--- src/hdl/cbms_pkg.sv ---
// Shared types, constants and helpers for the complex bin mean/deviation block.
// Used by every RTL file of the block but cbms_ram; depends on nothing.
`default_nettype none

package cbms_pkg;

	// Grid and field geometry.
	localparam int GRID_SIDE = 16;
	localparam int COORD_W   = 4;
	localparam int BIN_COUNT = GRID_SIDE * GRID_SIDE;
	localparam int ADDR_W    = $clog2(BIN_COUNT);
	localparam int SAMPLE_W  = 24;
	localparam int SUM_W     = 32;
	localparam int POWER_W   = 56;
	localparam int SQ_W      = 2 * SAMPLE_W;
	localparam int PWR_IN_W  = SQ_W + 1;
	localparam int ROOT_W    = POWER_W / 2;

	// Divider geometry.
	localparam int DIV_W     = POWER_W;
	localparam int DIV_CNT_W = $clog2(DIV_W);
	localparam int ROOT_CNT_W = $clog2(ROOT_W);

	// Configuration registers.
	localparam int CNT_W      = 8;
	localparam int TOL_W      = 16;
	localparam int CFG_DATA_W = 16;
	localparam int CFG_IDX_W  = 1;
	localparam logic [CFG_IDX_W-1:0] REG_FRAME_COUNT = 1'd0;
	localparam logic [CFG_IDX_W-1:0] REG_VAR_TOL     = 1'd1;
	localparam logic [CNT_W-1:0] FRAME_COUNT_RST = 8'd60;
	localparam logic [TOL_W-1:0] VAR_TOL_RST     = 16'd42950;

	// Operation codes.
	localparam logic OP_ACCUM = 1'b0;
	localparam logic OP_READ  = 1'b1;

	// One item as it travels from the front end to the back end.
	typedef struct packed {
		logic                       op;
		logic [COORD_W-1:0]         bin_x;
		logic [COORD_W-1:0]         bin_y;
		logic signed [SAMPLE_W-1:0] re;
		logic signed [SAMPLE_W-1:0] im;
		logic [PWR_IN_W-1:0]        pwr;
	} work_t;

	// One entry of the bin store.
	typedef struct packed {
		logic [SUM_W-1:0]   sr;
		logic [SUM_W-1:0]   si;
		logic [POWER_W-1:0] sp;
	} sums_t;

	localparam int ENTRY_W = $bits(sums_t);

	// Status of an iterative unit.
	typedef struct packed {
		logic busy;
		logic done;
	} unit_stat_t;

	// Linear bin address of a coordinate pair.
	function automatic logic [ADDR_W-1:0] bin_addr(input logic [COORD_W-1:0] x,
		input logic [COORD_W-1:0] y);
		int unsigned a;
		a = int'(x) * GRID_SIDE + int'(y);
		return a[ADDR_W-1:0];
	endfunction

	// True when a coordinate pair falls on the grid.
	function automatic logic in_grid(input logic [COORD_W-1:0] x,
		input logic [COORD_W-1:0] y);
		return (int'(x) < GRID_SIDE) && (int'(y) < GRID_SIDE);
	endfunction

endpackage

`default_nettype wire

--- src/hdl/cbms_if.sv ---
// Handshake channels of the complex bin mean/deviation block.
// Depends on cbms_pkg for field widths.
`default_nettype none

// Request channel: one accumulate or read item.
interface cbms_req_if;
	logic                                valid;
	logic                                ready;
	logic                                op;
	logic [cbms_pkg::COORD_W-1:0]        bin_x;
	logic [cbms_pkg::COORD_W-1:0]        bin_y;
	logic signed [cbms_pkg::SAMPLE_W-1:0] sample_real;
	logic signed [cbms_pkg::SAMPLE_W-1:0] sample_imag;

	modport source(output valid, op, bin_x, bin_y, sample_real, sample_imag, input ready);
	modport sink(input valid, op, bin_x, bin_y, sample_real, sample_imag, output ready);
endinterface


`default_nettype wire

--- src/hdl/cbms_front.sv ---
// Front end: accepts items, squares the sample and queues work for the back end.
// Depends on cbms_pkg and cbms_if.
`default_nettype none

module cbms_front (
	input  wire                  clk,
	input  wire                  arst_n,
	cbms_req_if.sink             req,
	output logic                 work_valid,
	input  wire                  work_ready,
	output cbms_pkg::work_t      work
);

	logic                                valid_s1;
	logic                                op_s1;
	logic [cbms_pkg::COORD_W-1:0]        x_s1;
	logic [cbms_pkg::COORD_W-1:0]        y_s1;
	logic signed [cbms_pkg::SAMPLE_W-1:0] re_s1;
	logic signed [cbms_pkg::SAMPLE_W-1:0] im_s1;

	logic signed [cbms_pkg::SQ_W-1:0]    sq_re;
	logic signed [cbms_pkg::SQ_W-1:0]    sq_im;
	cbms_pkg::work_t                     push_item;

	cbms_pkg::work_t fifo_q [2];
	logic            wr_ptr_q;
	logic            rd_ptr_q;
	logic [1:0]      count_q;
	logic            full;
	logic            push;
	logic            pop;

	assign full = (count_q == 2'd2);
	assign push = valid_s1 && !full;
	assign pop  = work_valid && work_ready;
	assign req.ready = !valid_s1 || !full;

	// Input stage register.
	always_ff @(posedge clk or negedge arst_n) begin
		if (!arst_n) begin
			valid_s1 <= 1'b0;
		end else if (req.ready) begin
			valid_s1 <= req.valid;
		end
	end

	always_ff @(posedge clk) begin
		if (req.ready && req.valid) begin
			op_s1 <= req.op;
			x_s1  <= req.bin_x;
			y_s1  <= req.bin_y;
			re_s1 <= req.sample_real;
			im_s1 <= req.sample_imag;
		end
	end

	// Squared magnitude of the sample; the queue registers the product.
	always_comb begin
		sq_re = re_s1 * re_s1;
		sq_im = im_s1 * im_s1;
		push_item.op    = op_s1;
		push_item.bin_x = x_s1;
		push_item.bin_y = y_s1;
		push_item.re    = re_s1;
		push_item.im    = im_s1;
		push_item.pwr   = {1'b0, sq_re} + {1'b0, sq_im};
	end

	// Two-entry queue between front and back.
	always_ff @(posedge clk or negedge arst_n) begin
		if (!arst_n) begin
			wr_ptr_q <= 1'b0;
			rd_ptr_q <= 1'b0;
			count_q  <= 2'd0;
		end else begin
			if (push) begin
				wr_ptr_q <= !wr_ptr_q;
			end
			if (pop) begin
				rd_ptr_q <= !rd_ptr_q;
			end
			if (push && !pop) begin
				count_q <= count_q + 2'd1;
			end else if (pop && !push) begin
				count_q <= count_q - 2'd1;
			end
		end
	end

	always_ff @(posedge clk) begin
		if (push) begin
			fifo_q[wr_ptr_q] <= push_item;
		end
	end

	assign work_valid = (count_q != 2'd0);
	assign work       = fifo_q[rd_ptr_q];

endmodule

`default_nettype wire

--- src/flat_wrapper.sv ---
// flat-port wrapper written by rule: the top's interface ports become plain ports
module cbms_front_flat 
  (clk, arst_n, work_valid, work_ready, work, req_valid, req_op, req_bin_x, req_bin_y, req_sample_real, req_sample_imag, req_ready);
  cbms_req_if req_i ();
  input  wire clk;
  input  wire arst_n;
  output logic work_valid;
  input  wire work_ready;
  output cbms_pkg::work_t work;
  input wire logic [$bits(req_i.valid)-1:0] req_valid;
  input wire logic [$bits(req_i.op)-1:0] req_op;
  input wire logic [$bits(req_i.bin_x)-1:0] req_bin_x;
  input wire logic [$bits(req_i.bin_y)-1:0] req_bin_y;
  input wire logic [$bits(req_i.sample_real)-1:0] req_sample_real;
  input wire logic [$bits(req_i.sample_imag)-1:0] req_sample_imag;
  output wire logic [$bits(req_i.ready)-1:0] req_ready;
  assign req_i.valid = req_valid;
  assign req_i.op = req_op;
  assign req_i.bin_x = req_bin_x;
  assign req_i.bin_y = req_bin_y;
  assign req_i.sample_real = req_sample_real;
  assign req_i.sample_imag = req_sample_imag;
  assign req_ready = req_i.ready;
  cbms_front u_core (.clk(clk), .arst_n(arst_n), .req(req_i), .work_valid(work_valid), .work_ready(work_ready), .work(work));
endmodule
--- config.mk ---
export PLATFORM = sky130hd
export DESIGN_NAME = cbms_front_flat
export DESIGN_NICKNAME = d
export VERILOG_FILES = /design/src/hdl/cbms_pkg.sv /design/src/hdl/cbms_if.sv /design/src/hdl/cbms_front.sv /design/src/flat_wrapper.sv
export SDC_FILE = /design/constraint.sdc
export NUM_CORES = 2
export LEC_CHECK = 0
export ABC_AREA = 1
export BUFFER_PORTS_ARGS = -buffer_cell sky130_fd_sc_hd__buf_4
export CORE_UTILIZATION = 60
export CTS_CLUSTER_SIZE = 12
export DETAILED_ROUTE_END_ITERATION = 10
export PLACE_DENSITY = 0.83
export SLEW_MARGIN = 10
export SYNTH_ARGS = -nofsm -noshare
export SYNTH_HDL_FRONTEND = slang
export SYNTH_SLANG_ARGS = --single-unit
--- constraint.sdc ---
create_clock -name clk -period 20.1 [get_ports clk]
set_input_delay 3.015 -clock clk [delete_from_list [all_inputs] [get_ports clk]]
set_output_delay 3.015 -clock clk [all_outputs]
set_load 0.01 [all_outputs]
==> results by group <==
Setup path
  – Worst Path Buf+Inv: 2
  – CP top delay family: adder cells
  – Crit Path Max Fanout: 28
  – Setup crit start: u_core.re_s1[0]
  – Reg2Reg Launch Point: u_core.re_s1[0]
  – Worst Path Class, Setup: reg2reg
  – Worst EP arrival: 9.45 ns
  – Startpoint Class: flop
  – R2R cell count: 26
  – Slowest Stage Delay on Critical Path: 0.91 ns
  – CP endpoint kind: flop
  – Critical Path RT: 20.46 ns
  – Crit path depth: 26
  – Cell at the slowest stage of the critical path: fa_1

Logic synthesis
  – Compound-Gate Fraction of Synth Area: 2.12%
  – Flops & latches, synth: around 270
  – Sequential area share after synthesis: approximately 15%
  – Unique masters post-synth: 35
  – Mux contribution to synthesized area: 0%
  – Post-Syn Area: approximately 0.054 mm^2
  – Simple logic cell fraction of the synthesized area: 17.4%
  – Post-synthesis async set-or-reset flop share: 1.82%
  – Avg Inst Size Synth: approximately 8 um^2
  – Syn_nets: about 8,000
  – Post-synth EDFFs: between 200 and 300
  – Cells after Synth: 6,588
  – Synth Area in XOR/XNOR: approximately 1.7%
  – Largest family of logic cells by synthesized area: adder cells
  – Primary FF master, synth: edfxtp_1
  – Synth Area in Adders: 48.9%
  – YS warnings: 0

Global routing
  – Remaining global-route overflow: 0
  – Gr usage total: between 30% and 40%
  – Vias in the first global route: 44,366
  – Initial antenna violation count: 3
  – First-pass GRT wire length: 232,000 um
  – Largest net degree at the start of global routing: between 70 and 80

Placement
  – Place WS: around 11 ns
  – I/O Buffers: between 150 and 200
  – HPWL after DPL: 123,000 um
  – Placer congestion estimate: roughly 1.0

STA
  – Final setup margin: about 11 ns
  – Relative slew margins: a little over a third
  – Period Utilization, post-route: roughly 45%
  – Final min period: between 9 and 10 ns
  – Worst-margin pin slew: about 0.96 ns
  – Hold Violations, Final: 0
  – FMAX: roughly 110 MHz
  – Setup TNS: 0 ns
  – Unrepaired setup endpoints after global routing: no
  – Setup Viol. Count Final: 0
  – Max-slew violations: 0
  – Post-Route Skew: about 0.027 ns

Cells and area
  – Share of cells above drive strength 1: roughly 4.2%
  – Final core occ: between 60 and 70%
  – Area grow syn2layout: 6.39%
  – Multi-input gate area: around 0.038 mm^2
  – Fillers: 7,257
  – Register area: around 0.0082 mm^2
  – Nets: 8,217

CTS
  – H-tree depth: 1
  – Clk slew on worst S/H paths: approximately 0.070 ns
  – CTS Hold Bufs: 0
  – PostCTS Resize Cnt: 0
  – Post-CTS setup buffers: 0
  – Total clock sinks: 274
  – Clk buf depth: 3
  – Clk Latency, worst-skew pair: 0.61 ns
  – Inserted Clock Buffers: 28
  – Root buf cell: clkbuf_16
  – CTS tree: built

Hold path
  – Hold path depth: 0
  – Hold WC Path Type: reg2reg
  – Hold Crit Start: u_core.y_s1[2]

Drt
  – Via density: between 5 and 6
  – Pre-antenna DRT Iters: 9
  – Post-DRT Antenna Nets: 0
  – Final WL: ~140,000 um
  – Detailed-route DRC error count: 0
  – Vias: roughly 42,000
  – Drt first-iter violations: between 3,000 and 4,000
  – Wire per inst: approximately 18 um

Floorplanning
  – Initial Util: roughly 61%
  – # rows: about 110
  – Area of the die: between 0.09 and 0.1 mm^2
  – # IOs: ~170
  – Die width: 303 um
  – Core area: about 0.089 mm^2
  – Die extent in y: roughly 300 um

Outcome
  – Status: completed

Run
  – Number of max-cap violations: 0
==> placed cells by master, fill, tap and decap left out, types with 5 or more instances in the layout <==
master,count
clkbuf_1,12
buf_4,223
clkbuf_16,28
nand4_1,44
a21o_1,7
ha_1,342
a21oi_1,125
or2_2,6
o21ai_0,46
nand2_1,1862
nand3b_1,6
edfxtp_1,269
xor2_1,68
fa_1,1112
nor3_1,15
nand2_2,5
nor2_1,306
nand3_1,153
xnor2_1,35
o21bai_1,21
inv_1,1997
==> state kept, by name, indices dropped and copies added, names as in the netlist <==
signal           flops
u_core.x_s1          4
u_core.op_s1         1
u_core.rd_ptr_q      1
u_core.re_s1        24
u_core.y_s1          4
u_core.wr_ptr_q      1
u_core.count_q       2
u_core.fifo_q      212
u_core.valid_s1      1
u_core.im_s1        24
==> worst paths after layout <==
path	end	slack [ns]
worst min-delay path	u_core.fifo_q[0][99]	0.44
worst max register to register	u_core.fifo_q[0][46]	11.01
worst min register to register	u_core.fifo_q[0][99]	0.44
max in group asynchronous	u_core.rd_ptr_q	17.77
worst max-delay path	u_core.fifo_q[0][46]	11.01
min in group asynchronous	u_core.valid_s1	2.21
==> cell families (layout without fill, tap and decap cells) <==
| group | Yosys count | in the layout |
|---|---|---|
| adders and majority gates | 1454 | 1454 |
| buffers and inverters | 2138 | 2269 |
| xor gates and xnor gates | 103 | 103 |
| and+or+nand+nor | 2410 | 2410 |
| AOI/OAI and AO/OA | 209 | 209 |
| other | 0 | 1 |
| DFF | 274 | 274 |
==> metrics by stage <==
stage          area (um^2)  hold WS (ns)  instances
2_1_floorplan        54300         0.421       6588
3_3_place_gp         56900         0.422       7837
3_5_place_dp         56900         0.434       7837
4_1_cts              57700         0.444       7884
5_1_grt              57700         0.460       7884
6_report             57700         0.443       7885
==> Yosys cell counts (3+ instances only) <==
cell type,instances,area share [%]
nand2_1,1862,13
o21ai_0,46,0.42
edfxtp_1,269,15
or2_2,6,0.069
nand4_1,44,0.51
nand3_1,153,1.4
dfrtp_1,5,0.23
nor2_1,308,2.1
nand3b_1,6,0.083
a21oi_1,125,1.2
inv_1,1998,14
buf_1,4,0.028
nor4_1,3,0.035
xnor2_1,35,0.56
ha_1,342,7.9
nor3_1,15,0.14
a21boi_0,3,0.041
o21bai_1,21,0.29
fa_1,1112,41
nand2_2,5,0.058
clkbuf_1,134,0.93
and2_1,4,0.046
a31o_2,3,0.048
xor2_1,68,1.1
a21o_1,7,0.097
==> per-layer routing <==
metal  wire length (um)  global-route usage, %
met5                 19                      0
met4               5100                   10.9
met3              11200                   3.99
met2              69300                   55.1
met1              59200                   44.5
==> cell type report <==
cell class                      count  area share, %
Clock inverter                      7          0.156
Antenna cell                        1        0.00433
Clock buffer                       40           1.29
Sequential cell                   274           14.2
Inverter                         1999           13.0
Timing Repair Buffer              223           2.90
Multi-Input combinational cell   4176           65.9
Tap cell                         1165           2.52
Power is not shown: default switching activity piles up to over one toggle a cycle in this logic, so the estimate is an artifact.
